### src/tcgw_pkg.sv
// Shared types and constants for the text console glyph writer.
// No dependencies; used by every module of the block.
package tcgw_pkg;

	// Glyph geometry and font size
	localparam int GlyphWidth   = 8;
	localparam int GlyphHeight  = 16;
	localparam int FontChars    = 256;
	localparam int FontStride   = 16;
	localparam int FontDepth    = 4096;
	localparam int FontAddrW    = 12;
	localparam int RowW         = (GlyphHeight > 1) ? $clog2(GlyphHeight) : 1;
	localparam int LineW        = 8 + RowW;
	localparam int ProdW        = 16 + LineW;
	localparam int BytesPerPix  = 4;

	// Command queue between front and back
	localparam int QDepth = 4;
	localparam int QPtrW  = 2;
	localparam int QCntW  = 3;

	// Opcodes
	localparam logic OpChar = 1'b0;
	localparam logic OpFont = 1'b1;

	// Control characters
	localparam logic [7:0] ChNul = 8'h00;
	localparam logic [7:0] ChTab = 8'h09;
	localparam logic [7:0] ChLf  = 8'h0a;
	localparam logic [7:0] ChCr  = 8'h0d;
	localparam logic [7:0] TabMask = 8'd3;

	// Configuration register indexes
	localparam logic [2:0] RegColumns = 3'd0;
	localparam logic [2:0] RegRows    = 3'd1;
	localparam logic [2:0] RegPitch   = 3'd2;
	localparam logic [2:0] RegBase    = 3'd3;
	localparam logic [2:0] RegFore    = 3'd4;
	localparam logic [2:0] RegBack    = 3'd5;

	typedef struct packed {
		logic [8:0]  text_columns;
		logic [8:0]  text_rows;
		logic [15:0] line_pitch;
		logic [31:0] frame_base;
		logic [31:0] fore_color;
		logic [31:0] back_color;
	} cfg_t;

	// One queued command: a font byte load or a glyph to draw
	typedef struct packed {
		logic                 op_font;
		logic [7:0]           char_code;
		logic [7:0]           col;
		logic [7:0]           row;
		logic [FontAddrW-1:0] font_index;
		logic [7:0]           font_byte;
	} qent_t;

endpackage

### src/tcgw_queue.sv
// Short command queue between the front end and the glyph engine.
// Depends on tcgw_pkg.
module tcgw_queue
	import tcgw_pkg::*;
(
	input  logic  clk,
	input  logic  arst_n,
	input  logic  push,
	input  qent_t din,
	output logic  full,
	input  logic  pop,
	output logic  head_valid,
	output qent_t head
);

	qent_t            mem_q [QDepth];
	logic [QPtrW-1:0] wr_ptr_q, rd_ptr_q;
	logic [QCntW-1:0] count_q;

	assign full       = (count_q == QCntW'(QDepth));
	assign head_valid = (count_q != '0);
	assign head       = mem_q[rd_ptr_q];

	// Pointers and fill count
	always_ff @(posedge clk or negedge arst_n) begin
		if (!arst_n) begin
			wr_ptr_q <= '0;
			rd_ptr_q <= '0;
			count_q  <= '0;
		end else begin
			if (push) wr_ptr_q <= wr_ptr_q + 1'b1;
			if (pop)  rd_ptr_q <= rd_ptr_q + 1'b1;
			case ({push, pop})
				2'b10:   count_q <= count_q + 1'b1;
				2'b01:   count_q <= count_q - 1'b1;
				default: count_q <= count_q;
			endcase
		end
	end

	// Entry storage
	always_ff @(posedge clk) begin
		if (push) mem_q[wr_ptr_q] <= din;
	end

endmodule

### config.mk
export PLATFORM = sky130hd
export DESIGN_NAME = tcgw_queue
export DESIGN_NICKNAME = d
export VERILOG_FILES = /design/src/tcgw_pkg.sv /design/src/tcgw_queue.sv
export SDC_FILE = /design/constraint.sdc
export NUM_CORES = 1
export LEC_CHECK = 0
export BUFFER_PORTS_ARGS = -buffer_cell sky130_fd_sc_hd__buf_2
export CAP_MARGIN = 20
export CORE_MARGIN = 1
export CORE_UTILIZATION = 53
export CTS_BUF_LIST = sky130_fd_sc_hd__clkbuf_4 sky130_fd_sc_hd__clkbuf_8
export CTS_CLUSTER_SIZE = 12
export DETAILED_ROUTE_END_ITERATION = 8
export PLACE_DENSITY = 0.77
export SLEW_MARGIN = 20
export SYNTH_ARGS = -nofsm -noshare
export SYNTH_HDL_FRONTEND = slang
export SYNTH_SLANG_ARGS = --single-unit
### constraint.sdc
create_clock -name clk -period 2 [get_ports clk]
set_input_delay 0 -clock clk [delete_from_list [all_inputs] [get_ports clk]]
set_output_delay 0 -clock clk [all_outputs]
set_load 0.02 [all_outputs]
==> results of run 1 <==
==> through the flow <==
stage          utilization, %  hold slack, ps  std cells
6_report                 67.9             297        621
5_1_grt                  67.9             282        621
2_1_floorplan               -            -296        268
4_1_cts                  67.9             262        621
3_5_place_dp             60.4            -149        539
3_3_place_gp             60.4            -155        539
==> routing by layer <==
metal	part of all wire [%]	GRT usage (%)	vias up
met5	0	0	-
met4	1.7	8.46	0
met3	4.2	4.36	21
met2	51	30.5	100
met1	43	25.9	1690
li1	-	-	1471
==> timing repair <==
item,4_1_cts,5_1_grt
pin swaps,0,0
endpoints found under the setup margin,36,2
hold buffers,49,0
hold endpoints to repair,192,0
gates resized for setup,0,1
setup buffers,1,0
==> layout by cell type, fill, tap and decap left out <==
| master | count |
|---|---|
| clkinvlp_4 | 4 |
| fa_1 | 1 |
| nand2_1 | 2 |
| xor2_1 | 3 |
| dfrtp_4 | 1 |
| nor2_1 | 1 |
| inv_1 | 3 |
| dfrtp_2 | 1 |
| and2_2 | 4 |
| buf_2 | 95 |
| mux2_2 | 1 |
| buf_12 | 3 |
| buf_4 | 11 |
| inv_6 | 3 |
| bufinv_16 | 5 |
| or3_1 | 1 |
| mux4_2 | 45 |
| clkinv_2 | 2 |
| ha_1 | 5 |
| clkbuf_8 | 17 |
| buf_6 | 1 |
| o21ai_0 | 1 |
| clkinv_1 | 1 |
| dlygate4sd3_1 | 49 |
| nor3b_1 | 1 |
| xnor2_1 | 3 |
| dfrtp_1 | 5 |
| edfxtp_1 | 180 |
==> power breakdown <==
| group | total, µW | leakage [µW] | internal, µW | switching [µW] |
|---|---|---|---|---|
| Sequential | 5430 | 0.00173 | 5130 | 296 |
| Clock | 2760 | 0.000216 | 1490 | 1270 |
| Combinational | 4000 | 0.00107 | 1770 | 2230 |
| Total | 12200 | 0.00302 | 8390 | 3800 |
==> state kept, by name, summed over array words and instances, names as in the netlist <==
signal / count
count_q: 3
mem_q: 180
rd_ptr_q: 2
wr_ptr_q: 2
==> worst min-delay path by stage <==
stage            start            to  slack (ps)  cells after the start
6_report       din[39]  mem_q[1][39]         300                      2
5_1_grt         din[5]   mem_q[3][5]         280                      2
4_1_cts        din[12]  mem_q[1][12]         260                      2
3_5_place_dp    arst_n    count_q[2]        -150                      1
3_3_place_gp    arst_n    count_q[2]        -150                      1
2_1_floorplan   arst_n    count_q[0]        -300                      0
==> final cells by class <==
class / instances / share of cell area [%]
clock buffers: 17 / 2.72
clock inverters: 15 / 2.56
inverters: 3 / 0.131
multi-input cells: 68 / 14.2
flip-flops and latches: 187 / 64.9
well taps: 172 / 2.50
repair buffers: 159 / 13.0
==> kinds of logic (layout without fill, tap and decap cells) <==
kind of cell	Yosys count	in the layout
DFF	187	187
adders and majority gates	6	6
AOI/OAI and AO/OA	1	1
xor gates and xnor gates	6	6
and+or+nand+nor	9	9
buffers and inverters	13	194
muxes	46	46
==> flow_metrics.tcl, run 1 <==
set metrics [dict create \
    clk_path_buf_depth 2 \
    grt_pass1_wl_mm 18.0 \
    synth_top_family_by_area "multiplexers" \
    multi_input_comb_area_mm2 0.00122 \
    synth-simple-area-share_pct 0.725 \
    power.leakage_uw 0.00302 \
    r2r_start "wr_ptr_q[0]" \
    synth_edf_count 180 \
    cts_tree "built" \
    crit_start "rd_ptr_q[0]" \
    drt-initial-drc-count 211 \
    cp.depth 3 \
    dr.pass1.iters 4 \
    worst_pin_slew_ps 430 \
    layout_setup_ws_ps 111 \
    synth_cells 268 \
    yosys_register_bits 187 \
    cts_buffers 17 \
    finalSetupViolCount 0 \
    vdd_ir_drop_max_uv 826 \
    cts.sinks 187 \
    status "completed" \
    start_kind "flip-flop" \
    yosysTopAreaCell "edfxtp_1" \
    worst_r2r_endpoint "mem_q[0][20]" \
    grt.total_usage_pct 19.2 \
    synth-xor-area-share_pct 0.761 \
    core_mm2 0.0127 \
    worstPathMaxFanout 7 \
    hold_class "input port to flip-flop" \
    clk_pin_slew_ps 90 \
    r2r_slack_ps 460 \
    rsz0062_at_grt "no" \
    gp_congestion 0.699 \
    finalSetupTns_ps 0 \
    synthesis.area_mm2 0.00691 \
    timing.final.crit_share_pct 94.4 \
    ys_warn_count 0 \
    seq_area_frac_synth_pct 80.8 \
    start_util_pct 54.5 \
    slowest_stage "mux4_2" \
    min_period_ps 1890 \
    vias_per_cell 5.29 \
    grt_pass1_vias 3387 \
    syn_avg_cell_area_um2 25.8 \
    synthAdderAreaFrac_pct 1.20 \
    register_area_mm2 0.00559 \
    synthTopCellsByCount "180 x edfxtp_1, 45 x mux4_2, 7 x dfrtp_1, 5 x buf_2, 5 x ha_1" \
    endpoint_kind "primary output" \
    synth_compound_area_share_pct 0.0725 \
    syn2layout_area_growth_pct 24.6 \
    async_flop_share_pct 3.74 \
    wl_per_cell_um 19.0 \
    antenna_left 0 \
    hold_viol 0 \
    synth_mux_area_share_pct 14.8 \
    grt_max_degree 28 \
    post-place-ws_ps 407 \
    crit_path_max_incr_delay_ps 530 \
    drc 0 \
    diodes 0 \
    nets 491 \
    fin_area_mm2 0.00861 \
    drive_above_1_share_pct 43.0 \
    die_w_um 116 \
    syn-num-nets 323 \
    place_area_mm2 0.00765 \
    num_vias 3282 \
    io_buffers 95 \
    p_total_uw 12200 \
    synthDistinctLibCells 20 \
    io_pins 96 \
    fmax_ghz 0.529 \
    synth_most_common_cell "edfxtp_1" \
    path_cells "buf_4 > mux4_2 > buf_2" \
    worstPathRequired_ps 2000 \
    crit_family "multiplexers" \
    die_h_um 116 \
    ys.flop_type "edfxtp_1" \
    ys_top_cells_by_area "edfxtp_1 78%, mux4_2 15%, dfrtp_1 2.5%" \
    cp.arrival_ps 1890 \
    crit_end "head[19]" \
    clkLatencyLatePin_ps 450 \
    critPathKind "flip-flop to primary output" \
    htreeDepth 4 \
    dpl.hpwl_mm 7.16 \
    wirelength_mm 11.8 \
    critPathBufInv 2 \
    fin_skew_ps 7.95 \
    die-area_mm2 0.0135 \
    maxCapViolations 0 \
    rr_worst_depth 4 \
    pwr_density_cell_mw_per_mm2 1420 \
    grt-ovfl-total 0 \
    grt_antenna_before_repair 0 \
    num_rows 41 \
    cts_root_buffer "clkbuf_8" \
    synth.top_cell.area_share_pct 78.3 \
    fill_cells 816 \
    maxSlewViolCount 0 \
    slew_headroom_pct 71.3 \
]
Note: power is estimated with default switching activity, not from simulation.
==> run 2, diff against run 1 <==
--- a/config.mk
+++ b/config.mk
@@ -13,6 +13,7 @@
 export CTS_CLUSTER_SIZE = 12
 export DETAILED_ROUTE_END_ITERATION = 8
 export PLACE_DENSITY = 0.77
+export RECOVER_POWER = 25
 export SLEW_MARGIN = 20
 export SYNTH_ARGS = -nofsm -noshare
 export SYNTH_HDL_FRONTEND = slang
==> run 2 against run 1 <==
  * Combinational power hardly changed
  * Setup slack improved by 2.8 ps
  * Register-to-register slack about the same
  * First-iteration DRC count grew 0.95%
  * Hold slack gained 2.1 ps
  * Final cell count is the same
  * Total power about the same
  * Critical path depth did not move
  * Final area is 0.42% lower
  * Critical path type unchanged
  * Critical endpoint unchanged
==> flow_metrics.tcl, run 2 (same netlist as run 1, synthesis figures left out) <==
set metrics [dict create \
    final_cell_mix "180 x edfxtp_1, 66 x buf_2, 49 x dlygate4sd3_1, 45 x mux4_2, 29 x clkbuf_1" \
    die_w_um 116 \
    grtUsageMet2_pct 30.5 \
    fin_skew_ps 7.97 \
    rsz0062_at_grt "no" \
    wl_per_cell_um 18.9 \
    cts_buffers 17 \
    cts_root_buffer "clkbuf_8" \
    dr.pass1.iters 4 \
    start_kind "flip-flop" \
    core_mm2 0.0127 \
    diodes 0 \
    die_h_um 116 \
    drc 0 \
    cts_tree "built" \
    grt-busiest-layer "met2" \
    dpl.hpwl_mm 7.16 \
    crit_family "multiplexers" \
    hold_viol 0 \
    grt.total_usage_pct 19.2 \
    clk_pin_slew_ps 90 \
    largest_register "mem_q" \
    reg_top3 "mem_q: 180 flops, count_q: 3 flops" \
    htreeDepth 4 \
    syn2layout_area_growth_pct 24.1 \
    final_common_cell "edfxtp_1" \
    io_pins 96 \
    drive_above_1_share_pct 36.5 \
    post-place-ws_ps 407 \
    grt_pass1_wl_mm 18.0 \
    finish.utilization_pct 67.6 \
    fmax_ghz 0.530 \
    p_total_uw 12200 \
    drt-initial-drc-count 213 \
    clk_path_buf_depth 2 \
    timing.final.crit_share_pct 94.3 \
    antenna_left 0 \
    worstPathRequired_ps 2000 \
    power.leakage_uw 0.00294 \
    finalSetupViolCount 0 \
    hold_class "input port to flip-flop" \
    num_rows 41 \
    fill_cells 834 \
    largest_reg_flops 180 \
    cp.arrival_ps 1890 \
    die-area_mm2 0.0135 \
    met3_usage_pct 4.36 \
    gr-usage-met1_pct 25.9 \
    endpoint_kind "primary output" \
    fin_area_mm2 0.00857 \
    cts.sinks 187 \
    wirelength_mm 11.8 \
    pwr_density_cell_mw_per_mm2 1420 \
    grt_antenna_before_repair 0 \
    num_vias 3271 \
    clkLatencyLatePin_ps 450 \
    slowest_stage "mux4_2" \
    io_buffers 95 \
    critPathBufInv 2 \
    critPathKind "flip-flop to primary output" \
    start_util_pct 54.5 \
    slew_headroom_pct 71.6 \
    finalSetupTns_ps 0 \
    worstPathMaxFanout 7 \
    place_area_mm2 0.00765 \
    status "completed" \
    crit_path_max_incr_delay_ps 530 \
    maxSlewViolCount 0 \
    maxCapViolations 0 \
    gp_congestion 0.699 \
    worst_pin_slew_ps 426 \
    vdd_ir_drop_max_uv 825 \
    path_cells "buf_4 > mux4_2 > buf_2" \
    min_period_ps 1890 \
    layout_setup_ws_ps 114 \
    vias_per_cell 5.27 \
    nets 491 \
    grt-ovfl-total 0 \
    grt_max_degree 28 \
    grt_pass1_vias 3387 \
]
[run 2: cell types whose count changed in the layout (fill, tap and decap cells not counted)]
cell | before | now
buf_2 | 95 | 66
clkbuf_1 | 0 | 29
[run 2: path summary, 6_finish.rpt]
check	start	to	slack (ps)	cells after the start
setup / recovery	rd_ptr_q[0]	head[19]	110	3
hold / removal	din[39]	mem_q[1][39]	300	2
setup reg to reg	wr_ptr_q[0]	mem_q[0][28]	460	4
hold reg to reg	count_q[2]	count_q[2]	500	1
max in group asynchronous	arst_n	rd_ptr_q[0]	1180	3
min in group asynchronous	arst_n	count_q[2]	510	3
[run 2: layout make-up]
type | instances | area [µm²] | area share (%)
Timing Repair Buffer | 159 | 1080 | 12.6
Clock inverter | 15 | 220 | 2.57
Sequential cell | 187 | 5590 | 65.2
Tap cell | 172 | 215 | 2.51
Multi-Input combinational cell | 68 | 1220 | 14.2
Clock buffer | 17 | 234 | 2.73
Inverter | 3 | 11.3 | 0.131
[run 2: power breakdown]
| part | total, µW | internal (µW) | switching, µW |
|---|---|---|---|
| Sequential | 5430 | 5130 | 296 |
| Combinational | 4000 | 1760 | 2230 |
| Clock | 2760 | 1490 | 1270 |
| Total | 12200 | 8380 | 3790 |
[run 2: stage by stage]
stage / hold slack, ps / std cells
finish: 299 / 621
global route: 314 / 621
CTS: 262 / 621
detailed placement: -149 / 539
global placement: -155 / 539
floorplan: -296 / 268
[run 2: routing by layer]
metal / routed length, µm / up-vias
li1: - / 1470
met1: 5120 / 1679
met2: 5900 / 99
met3: 528 / 23
met4: 212 / 0
met5: 0 / -
[run 2: worst register-to-register path, cell delays in order, from the launching register on]
cell and delay [ps]:
dfrtp_1 430, inv_1 100, ha_1 140, and2_2 140, buf_4 370
[run 2: repair_timing]
action	in CTS	in global routing
hold buffers	49	0
resized for setup	0	1
endpoints found under the setup margin	36	2
setup buffers	1	0
endpoints found under the hold margin	192	0
