==> config.mk <==
export PLATFORM = sky130hd
export DESIGN_NAME = tcgw_front
export DESIGN_NICKNAME = d
export VERILOG_FILES = /design/src/tcgw_pkg.sv /design/src/tcgw_front.sv
export SDC_FILE = /design/constraint.sdc
export NUM_CORES = 1
export LEC_CHECK = 0
export ABC_AREA = 1
export BUFFER_PORTS_ARGS = -buffer_cell sky130_fd_sc_hd__buf_2
export CORE_ASPECT_RATIO = 0.8
export CORE_MARGIN = 8
export CORE_UTILIZATION = 39
export DETAILED_ROUTE_END_ITERATION = 12
export GPL_ROUTABILITY_DRIVEN = 0
export PLACE_DENSITY = 0.83
export SKIP_CTS_REPAIR_TIMING = 1
export SYNTH_ARGS = -nofsm -noshare
export SYNTH_HDL_FRONTEND = slang
export SYNTH_SLANG_ARGS = --single-unit
==> constraint.sdc <==
create_clock -name clk -period 4.5 [get_ports clk]
set_clock_uncertainty 0.1 [all_clocks]
set_input_delay 0.9 -clock clk [delete_from_list [all_inputs] [get_ports clk]]
set_output_delay 0.9 -clock clk [all_outputs]
set_load 0.1 [all_outputs]
==> src/tcgw_pkg.sv <==
// Shared types and constants for the text console glyph writer.
// No dependencies; used by every module of the block.
package tcgw_pkg;

	// Glyph geometry and font size
	localparam int GlyphWidth   = 8;
	localparam int GlyphHeight  = 16;
	localparam int FontChars    = 256;
	localparam int FontStride   = 16;
	localparam int FontDepth    = 4096;
	localparam int FontAddrW    = 12;
	localparam int RowW         = (GlyphHeight > 1) ? $clog2(GlyphHeight) : 1;
	localparam int LineW        = 8 + RowW;
	localparam int ProdW        = 16 + LineW;
	localparam int BytesPerPix  = 4;

	// Command queue between front and back
	localparam int QDepth = 4;
	localparam int QPtrW  = 2;
	localparam int QCntW  = 3;

	// Opcodes
	localparam logic OpChar = 1'b0;
	localparam logic OpFont = 1'b1;

	// Control characters
	localparam logic [7:0] ChNul = 8'h00;
	localparam logic [7:0] ChTab = 8'h09;
	localparam logic [7:0] ChLf  = 8'h0a;
	localparam logic [7:0] ChCr  = 8'h0d;
	localparam logic [7:0] TabMask = 8'd3;

	// Configuration register indexes
	localparam logic [2:0] RegColumns = 3'd0;
	localparam logic [2:0] RegRows    = 3'd1;
	localparam logic [2:0] RegPitch   = 3'd2;
	localparam logic [2:0] RegBase    = 3'd3;
	localparam logic [2:0] RegFore    = 3'd4;
	localparam logic [2:0] RegBack    = 3'd5;

	typedef struct packed {
		logic [8:0]  text_columns;
		logic [8:0]  text_rows;
		logic [15:0] line_pitch;
		logic [31:0] frame_base;
		logic [31:0] fore_color;
		logic [31:0] back_color;
	} cfg_t;

	// One queued command: a font byte load or a glyph to draw
	typedef struct packed {
		logic                 op_font;
		logic [7:0]           char_code;
		logic [7:0]           col;
		logic [7:0]           row;
		logic [FontAddrW-1:0] font_index;
		logic [7:0]           font_byte;
	} qent_t;

endpackage

==> src/tcgw_front.sv <==
// Front end: accepts input beats, keeps the text cursor, queues draws and font loads.
// Depends on tcgw_pkg.
module tcgw_front
	import tcgw_pkg::*;
(
	input  logic                 clk,
	input  logic                 arst_n,
	input  cfg_t                 cfg,
	input  logic                 in_valid,
	output logic                 in_ready,
	input  logic                 opcode,
	input  logic [7:0]           char_code,
	input  logic [FontAddrW-1:0] font_index,
	input  logic [7:0]           font_byte,
	input  logic                 q_full,
	output logic                 q_push,
	output qent_t                q_din
);

	logic [7:0] cur_col_q, cur_row_q;
	logic       accept, drawable;
	logic [8:0] col_n, cols;
	logic [9:0] row_n, rows;

	assign in_ready = !q_full;
	assign accept   = in_valid && in_ready;

	// Classify the byte
	always_comb begin
		drawable = 1'b0;
		case (char_code)
			ChNul, ChTab, ChLf, ChCr: drawable = 1'b0;
			default:                  drawable = 1'b1;
		endcase
	end

	// Next cursor position, wrapped against the clamped screen size
	always_comb begin
		cols  = (cfg.text_columns > 9'd256) ? 9'd256 : cfg.text_columns;
		rows  = (cfg.text_rows > 9'd256) ? 10'd256 : {1'b0, cfg.text_rows};
		col_n = {1'b0, cur_col_q};
		row_n = {2'b0, cur_row_q};
		case (char_code)
			ChNul: ;
			ChTab: col_n = {1'b0, cur_col_q | TabMask} + 9'd1;
			ChLf: begin
				col_n = 9'd0;
				row_n = row_n + 10'd1;
			end
			ChCr:    col_n = 9'd0;
			default: col_n = col_n + 9'd1;
		endcase
		if (col_n >= cols) begin
			col_n = 9'd0;
			row_n = row_n + 10'd1;
		end
		if (row_n >= rows) begin
			row_n = 10'd0;
		end
	end

	// Cursor registers; font loads leave it alone
	always_ff @(posedge clk or negedge arst_n) begin
		if (!arst_n) begin
			cur_col_q <= 8'd0;
			cur_row_q <= 8'd0;
		end else if (accept && opcode == OpChar) begin
			cur_col_q <= col_n[7:0];
			cur_row_q <= row_n[7:0];
		end
	end

	// Queue font loads and drawable bytes with the cursor before the move
	assign q_push = accept && (opcode == OpFont || drawable);
	always_comb begin
		q_din.op_font    = opcode;
		q_din.char_code  = char_code;
		q_din.col        = cur_col_q;
		q_din.row        = cur_row_q;
		q_din.font_index = font_index;
		q_din.font_byte  = font_byte;
	end

endmodule

==> out/metrics.cfg, run 1 <==
[run_status]
status = completed

[sta]
slew_violations = 0
holdWs_ps = 443
post-route-period-util_pct = 94.0
min_period_ps = 4230
setup_viol = 0
fmax_mhz = 236
hold_viol = 0
slew_headroom_pct = 62.0
rsz0062_at_grt = no
worstMarginPinSlew_ps = 568

[synthesis]
async_flop_share_pct = 100
synth-seq-area-share_pct = 16.9
yosysMostFrequentCell = nand2_1
synth_largest_area_cell = dfrtp_1
ys_warn_count = 0
synth_top_area_share_pct = 16.9
synth.area.top_cells = dfrtp_1, nand2_1, ha_1
synthDistinctLibCells = 40
synth_fp_nets = 543
netlist_top_cells_count = nand2_1, inv_1, buf_4, ha_1
ys.flop_type = dfrtp_1
ys_ff_latch = 16
synth.avg_cell_area_um2 = 6.61
synth_edf_count = 0
syn_inst = 358
syn_area_mm2 = 0.00237

[clock_tree]
cts_tree = done
cts_root_buffer = clkbuf_8
cts.path.max_buffers = 2
clk_latency_ps = 260
cts_buffers = 3
clk_pin_slew_worst_paths_ps = 70
cts_num_sinks = 16
htree_levels = 1

[min_path]
hold_path_class = primary input to asynchronous set/reset pin

[worst_setup_path]
critPathMaxStageDelay_ps = 310
endpoint_kind = flip-flop
critPathLaunchType = primary input
critPathRequiredTime_ps = 4590
crit_top_cell = nand2_1
cp_max_fo = 7
r2r_slack_ps = 480
crit_arrival_ps = 4310
slowest_stage = ha_1
crit_type = primary input to flip-flop

[grt]
overflow = 0
grt_pass1_vias = 2317
grt_max_degree = 17
grt_pass1_wl_um = 10500
antenna_found_initial = 0
track_usage_pct = 14.9

[die]
start_util_pct = 40.2
floorplan.die.width_um = 103
ioPinCount = 210
core-area_mm2 = 0.00588
dieArea_mm2 = 0.00883
num_rows = 25
fp.dieH_um = 85.7

[power]
powerDensity_mw_per_mm2 = 527
worst_ir_drop_vdd_mv = 0.205
leakagePower_uw = 0.00153
finalPower_uw = 1450

[routing]
routedWlPerCell_um = 13.5
via_per_inst = 5.00
drc = 0
vias = 2429
wl_um = 6560
postRouteAntennaNets = 0
drtIter0Drc = 109
first_pass_iters = 4

[placement]
io_buffers = 57
place_hpwl_um = 5460

[final_layout]
nNetsFinal = 591
antenna_cells = 0
drive_gt1_share_pct = 29.6
syn_to_final_growth_pct = 16.1

[job]
drv_cap = 0

-- flip-flops by register name, indices dropped and copies added (netlist names) --
name / cells
cur_row_q: 8
cur_col_q: 8
-- worst paths after layout --
check,cells after the start,to,start
max,27,cur_row_q[2],char_code[0]
min,1,cur_col_q[6],arst_n
max reg2reg,25,cur_row_q[2],cur_col_q[2]
min reg2reg,2,cur_col_q[3],cur_col_q[3]
max in group asynchronous,1,cur_col_q[3],arst_n
min in group clk,2,cur_col_q[3],cur_col_q[3]
-- per-stage QoR --
step	util, %	instances	cell area [µm²]	setup TNS (ps)	setup slack [ps]
after floorplan	-	358	2370	0	24.8
after global placement	44.9	480	2640	-213	-75.0
after detailed placement	44.9	480	2640	-187	-72.4
after CTS	45.8	484	2700	0	135
after global routing	46.7	486	2750	0	7.65
final	46.7	486	2750	0	271
-- final cells by class --
type                    count  area [µm²]
clock buffers               4        55.1
fillers                   590        3130
inverters                  51         191
multi-input cells         259        1570
flip-flops and latches     16         405
well taps                  81         101
repair buffers             75         420
-- report_power, final --
part | internal [µW] | switching (µW) | total (µW)
clock | 77.9 | 55.9 | 134
combinational | 284 | 750 | 1030
sequential | 192 | 88.5 | 281
-- cell families after synthesis --
family	count (synthesis)	share of synthesized area (%)
simple gates	180	36.4
buf+inv	83	18.1
compound gates	43	10.3
fa+ha+maj	22	11.6
flops	16	16.9
xor+xnor	14	6.61
-- metal layers --
| metal | GRT usage (%) | wire length [µm] | up-vias |
|---|---|---|---|
| met1 | 17.6 | 2660 | 1095 |
| met3 | 6.15 | 860 | 17 |
| met2 | 23.9 | 2930 | 98 |
| met4 | 4.72 | 104 | 0 |
| met5 | 0 | 0 | - |
| li1 | - | - | 1219 |
-- cells in the final DEF (no fill, tap or decap), drive strengths merged --
cell type	instances
o22ai	4
nand2	114
a31oi	2
nor4	3
xor2	10
ha	22
clkbuf	4
a41oi	1
o211ai	3
nand3b	3
nand3	18
a21oi	10
nor3	10
dfrtp	16
inv	51
a21o	1
nand4	4
and2	2
o21ai	21
buf	75
xnor2	4
o21bai	1
or2	2
nor2	24
-- critical path, delay by kind of cell --
kind / cells / cell delay [ps]
xor gates and xnor gates: 1 / 250
buffers and inverters: 7 / 680
AOI/OAI and AO/OA: 5 / 750
adders and majority gates: 2 / 610
and+or+nand+nor: 12 / 1120
(Power assumes the default switching activity.)
==> run 2: changes to the inputs <==
- ABC_AREA: 1 -> not set
- GPL_TIMING_DRIVEN: not set -> 0
==> out/metrics.cfg, run 2 <==
[run_status]
status = finished, violations left
violations = setup timing

[placement]
io_buffers = 75  ; +32%
post-place-ws_ps = -1640  ; -1570 ps
place_hpwl_um = 6040  ; +11%

[routing]
drtIter0Drc = 289  ; +170%
vias = 2871  ; +18%
first_pass_iters = 5  ; +1
drc = 0  ; unchanged
postRouteAntennaNets = 0  ; unchanged
routedWlPerCell_um = 19.3  ; +43%
via_per_inst = 5.97  ; +19%
wl_um = 9290  ; +42%

[min_path]
hold_path_class = primary input to asynchronous set/reset pin

[worst_setup_path]
critPathMaxStageDelay_ps = 530  ; +220 ps
rr_endpoint = cur_row_q[3]
r2r_slack_ps = -350  ; -830 ps
cp.buffers_inverters = 3  ; -4
reg2reg_from = cur_col_q[3]
critPathLaunchType = primary input
endpoint_kind = flip-flop
crit_chain = buf_8 > or4_4 > buf_8 > nor3_4 > nand3_4 > o21ai_4 > a21oi_1 > a21oi_1 > ha_1 > nand4_1 > a31oi_4 > nor2_4 > or4_4 > and2_4 > ha_4 > a21o_1 > a2111oi_4 > o21ai_2 > buf_4 > or3_4 > o221ai_2
crit_type = primary input to flip-flop
critPathRequiredTime_ps = 4590  ; about the same
crit_arrival_ps = 5560  ; +1250 ps
cp_max_fo = 8  ; +1
slowest_stage = or4_4
worst_path_dominant_cell_family = simple AND/OR/NAND/NOR gates
reg2regPathDepth = 18  ; -28%

[sta]
holdWs_ps = 458  ; +14.9 ps
min_period_ps = 5480  ; +1250 ps
setup_viol = 8  ; +8
slew_headroom_pct = 58.4  ; -3.6 points
tns_ps = -6830  ; -6830 ps
post-route-period-util_pct = 122  ; +28 points
worstMarginPinSlew_ps = 624  ; +56.1 ps
slew_violations = 0  ; unchanged
fin_ws_ps = -977  ; -1250 ps
rsz0062_at_grt = yes
fmax_mhz = 183  ; -23%
hold_viol = 0  ; unchanged

[clock_tree]
cts_root_buffer = clkbuf_8
cts.path.max_buffers = 2  ; unchanged
cts_tree = done
htree_levels = 1  ; unchanged
cts_num_sinks = 16  ; unchanged
cts_buffers = 3  ; unchanged
clk_latency_ps = 270  ; about the same
clk_pin_slew_worst_paths_ps = 80  ; about the same

[power]
leakagePower_uw = 0.00161  ; +5.1%
powerDensity_mw_per_mm2 = 381  ; -28%
p_switching_uw = 755  ; -16%
power_frac_clock_pct = 10.4  ; +1.2 points
p_comb_share_pct = 72.4  ; +1.0 points
switching_share_pct = 56.2  ; -5.6 points
internal_power_uw = 590  ; +6.5%
seqPwrFrac_pct = 17.2  ; -2.2 points
worst_ir_drop_vdd_mv = 0.185  ; -9.5%

[synthesis]
ys.flop_type = dfrtp_1
synth_largest_area_cell = dfrtp_1
syn_inst = 288  ; -20%
yosysMostFrequentCell = nand2_1
synth.area.top_cells = dfrtp_1, ha_1, buf_4
async_flop_share_pct = 100  ; unchanged
synth_top_area_share_pct = 17.1  ; +0.17 points
synth.avg_cell_area_um2 = 8.13  ; +23%
ys_ff_latch = 16  ; unchanged
netlist_top_cells_count = nand2_1, buf_4, ha_1, dfrtp_1
synth-seq-area-share_pct = 17.1  ; +0.17 points
synthDistinctLibCells = 71  ; +78%
syn_area_mm2 = 0.00234  ; -1.0%
ys_warn_count = 0  ; unchanged
synth_edf_count = 0  ; unchanged
synth_fp_nets = 473  ; -13%

[grt]
antenna_found_initial = 0  ; unchanged
track_usage_pct = 16.4  ; +1.5 points
overflow = 0  ; unchanged
grt_pass1_vias = 2404  ; +3.8%
grt_pass1_wl_um = 11600  ; +11%
grt_max_degree = 17  ; unchanged

[die]
core-area_mm2 = 0.00585  ; -0.53%
fp.dieH_um = 85.3  ; -0.41%
ioPinCount = 210  ; unchanged
start_util_pct = 40.0  ; -0.19 points
dieArea_mm2 = 0.00876  ; -0.83%
num_rows = 25  ; unchanged
floorplan.die.width_um = 103  ; -0.42%

[final_layout]
nNetsFinal = 586  ; -0.85%
final_common_cell = buf_2
reg_top3 = cur_col_q: 8 flops, cur_row_q: 8 flops
layout_common_cells = buf_2, buf_4, nand2_1, ha_1, dfrtp_1
fillers = 488  ; -17%
antenna_cells = 0  ; unchanged
syn_to_final_growth_pct = 50.5
drive_gt1_share_pct = 50.7  ; +21 points

[job]
drv_cap = 0  ; unchanged

==> run 2: cell count changes after synthesis, sizes merged, moves of 7 or more <==
cell / delta
nor2: -10
nand3: -13
nand2: -74
a22o: +9
inv: -44
o21ai: -7
==> run 2: layout make-up <==
class                      count  area [µm²]  share of cell area [%]
multi-input combinational    226        2000                    56.6
timing repair buffer         108         656                    18.6
sequential                    16         400                    11.4
buffer                        37         284                    8.06
tap                           81         101                    2.87
clock buffer                   4        55.1                    1.56
inverter                       9        33.8                   0.958
==> run 2: logic make-up (layout without fill, tap and decap cells) <==
family                     after synthesis  count (layout)  share of synthesized area (%)
and+or+nand+nor                        105             105                           25.8
AOI/OAI and AO/OA                       85              85                           27.5
buffers and inverters                   46             158                           12.4
adders and majority gates               22              22                           11.8
DFF                                     16              16                           17.1
xor gates and xnor gates                11              11                           4.11
muxes                                    3               3                           1.39
==> run 2: worst register-to-register path: stages, from the launching register on <==
cell       delay, ps
dfrtp_1          510
ha_1             250
and3_1           250
o21ai_0          140
a21oi_1          240
a21oi_1          120
ha_1             350
nand4_1          190
a31oi_4          320
nor2_4           120
or4_4            430
and2_4           160
ha_4             210
a21o_1           190
a2111oi_4        330
o21ai_2          170
buf_4            180
or3_4            370
o221ai_2         140
==> run 2: power by group through the flow <==
| stage | Combinational [µW] | Clock, µW | Sequential [µW] |
|---|---|---|---|
| 2_1_floorplan | 391 | 0 | 414 |
| 3_3_place_gp | 709 | 0 | 224 |
| 3_5_place_dp | 728 | 0 | 228 |
| 5_1_grt | 1020 | 144 | 235 |
| 6_report | 974 | 140 | 232 |
| 4_1_cts | 730 | 137 | 226 |
==> run 2: stage by stage <==
| stage | instances | area (µm²) | total power [µW] | utilization (%) |
|---|---|---|---|---|
| 2_1_floorplan | 288 | 2410 | 806 | - |
| 4_1_cts | 448 | 2950 | 1090 | 50.4 |
| 3_5_place_dp | 444 | 2890 | 956 | 49.4 |
| 3_3_place_gp | 444 | 2890 | 933 | 49.4 |
| 6_report | 481 | 3530 | 1350 | 60.3 |
| 5_1_grt | 481 | 3530 | 1400 | 60.3 |
==> run 2: routing by layer <==
metal	global-route usage [%]	vias up	share of wire, %
li1	-	1283	-
met1	21.4	1319	39
met2	24.5	222	43
met3	6.54	47	14
met4	3.59	0	4.3
met5	0	-	0
==> run 2: worst max path at each step <==
stage                            start           end  cells past startpoint
final                     char_code[5]  cur_row_q[3]                     21
after global routing      char_code[5]  cur_row_q[2]                     21
after CTS                 char_code[5]  cur_row_q[2]                     19
after detailed placement  char_code[5]  cur_row_q[2]                     19
after global placement    char_code[5]  cur_row_q[2]                     20
after floorplan           char_code[3]  cur_row_q[2]                     20
==> run 3: changes to the inputs <==
- REMOVE_ABC_BUFFERS: not set -> 1
==> out/metrics.cfg, run 3 (same netlist as run 2, synthesis figures left out) <==
[run_status]
status = finished, violations left
violations = setup timing

[final_layout]
seq_area_um2 = 400  ; unchanged
nNetsFinal = 523  ; -11%
layout_common_cells = buf_2, nand2_1, buf_4, ha_1, dfrtp_1
multi_input_area_mm2 = 0.00192  ; -3.6%
fillers = 536  ; +9.8%
drive_gt1_share_pct = 40.7  ; -10 points
reg_top3 = cur_col_q: 8 flops, cur_row_q: 8 flops
syn_to_final_growth_pct = 29.8
final_common_cell = buf_2
antenna_cells = 0  ; unchanged
fin_util_pct = 52.0  ; -8.3 points

[die]
ioPinCount = 210  ; unchanged
core-area_mm2 = 0.00585  ; unchanged
floorplan.die.width_um = 103  ; unchanged
dieArea_mm2 = 0.00876  ; unchanged
fp.dieH_um = 85.3  ; unchanged
start_util_pct = 40.0  ; unchanged
num_rows = 25  ; unchanged

[worst_setup_path]
critPathRequiredTime_ps = 4580  ; about the same
cp_max_fo = 7  ; -1
crit_arrival_ps = 5490  ; -70 ps
startpoint = char_code[3]
r2r_slack_ps = -270  ; +80 ps
critPathLaunchType = primary input
endpoint = cur_row_q[2]
rr_endpoint = cur_row_q[2]
crit_type = primary input to flip-flop
reg2reg_from = cur_col_q[3]
reg2regPathDepth = 18  ; unchanged
endpoint_kind = flip-flop

[grt]
track_usage_pct = 17.4  ; +0.96 points
grt_pass1_vias = 2294  ; -4.6%
overflow = 0  ; unchanged
antenna_found_initial = 0  ; unchanged
grt_pass1_wl_um = 11900  ; +2.4%
grt_max_degree = 19  ; +2

[routing]
first_pass_iters = 5  ; unchanged
via_per_inst = 6.18  ; +3.5%
postRouteAntennaNets = 0  ; unchanged
vias = 2583  ; -10%
drtIter0Drc = 227  ; -21%
wl_um = 8720  ; -6.1%
routedWlPerCell_um = 20.9  ; +8.1%
drc = 0  ; unchanged

[clock_tree]
htree_levels = 1  ; unchanged
clk_pin_slew_worst_paths_ps = 70  ; about the same
cts_buffers = 3  ; unchanged
cts_root_buffer = clkbuf_8
cts_num_sinks = 16  ; unchanged
cts.path.max_buffers = 2  ; unchanged
cts_tree = done
clk_latency_ps = 260  ; about the same

[sta]
rsz0062_at_grt = yes
setup_viol = 8  ; unchanged
post-route-period-util_pct = 120  ; -1.5 points
slew_headroom_pct = 50.4  ; -8.0 points
slew_violations = 0  ; unchanged
fmax_mhz = 185  ; +1.2%
min_period_ps = 5410  ; -67.0 ps
worstMarginPinSlew_ps = 744  ; +120 ps
holdWs_ps = 473  ; +14.8 ps
fin_ws_ps = -910  ; +67.0 ps
hold_viol = 0  ; unchanged

[placement]
io_buffers = 57  ; -24%
place_hpwl_um = 6320  ; +4.6%

[power]
powerDensity_mw_per_mm2 = 375  ; -1.7%
worst_ir_drop_vdd_mv = 0.157  ; -15%
leakagePower_uw = 0.00129  ; -20%

[min_path]
hold_path_class = primary input to asynchronous set/reset pin

[job]
drv_cap = 0  ; unchanged

-- run 3: worst min path at each step --
| stage | end | start | slack [ps] | depth (start not counted) |
|---|---|---|---|---|
| final | cur_col_q[1] | arst_n | 470 | 1 |
| after floorplan | cur_col_q[0] | arst_n | 500 | 0 |
| after detailed placement | cur_row_q[7] | cur_row_q[7] | 490 | 1 |
| after CTS | cur_col_q[2] | arst_n | 480 | 1 |
| after global placement | cur_col_q[7] | cur_col_q[7] | 450 | 2 |
| after global routing | cur_col_q[2] | arst_n | 490 | 1 |
-- run 3: metrics by stage --
step / setup WS, ps / cells / setup TNS [ps] / total power, µW / cell area, µm²
final: -910 / 418 / -6040 / 1140 / 3040
after global routing: -1070 / 418 / -7280 / 1200 / 3040
after CTS: -2050 / 393 / -14460 / 958 / 2530
after detailed placement: -2320 / 389 / -18060 / 824 / 2470
after global placement: -2180 / 389 / -16040 / 805 / 2470
after floorplan: -1320 / 251 / -8710 / 649 / 2090
-- run 3: critical path, cell delays in order --
cell       delay [ps]
buf_12            110
xor2_1            150
o31a_1            340
buf_4             160
nor2_4            200
o21ai_0           120
a21oi_1           270
a21oi_2           110
ha_1              320
nand4_1           200
a31oi_4           280
nor2_4            100
or4_4             430
and2_4            180
ha_4              210
a21o_1            180
a2111oi_4         310
o21ai_2           160
nor2_4            240
or3b_4            410
a22oi_2           120
-- run 3: layout make-up --
cell class,count,share of cell area [%]
Clock buffer,4,1.81
Multi-Input combinational cell,226,63.3
Inverter,9,1.11
Sequential cell,16,13.2
Tap cell,81,3.33
Timing Repair Buffer,82,17.3
-- run 3: metal layers --
layer  wire, µm  GRT usage [%]  part of all wire, %  up-vias
met5          0              0                    0        -
met1       3120           20.3                   36     1177
met3       1120           6.30                   13       52
li1           -              -                    -     1160
met2       3790           25.4                   43      194
met4        698           12.6                  8.0        0
-- run 3: power breakdown --
part | switching [µW] | internal (µW) | leakage, µW
sequential | 58.5 | 171 | 0.000217
combinational | 511 | 265 | 0.00105
clock | 57.7 | 77.9 | 0.0000288
total | 627 | 513 | 0.00129
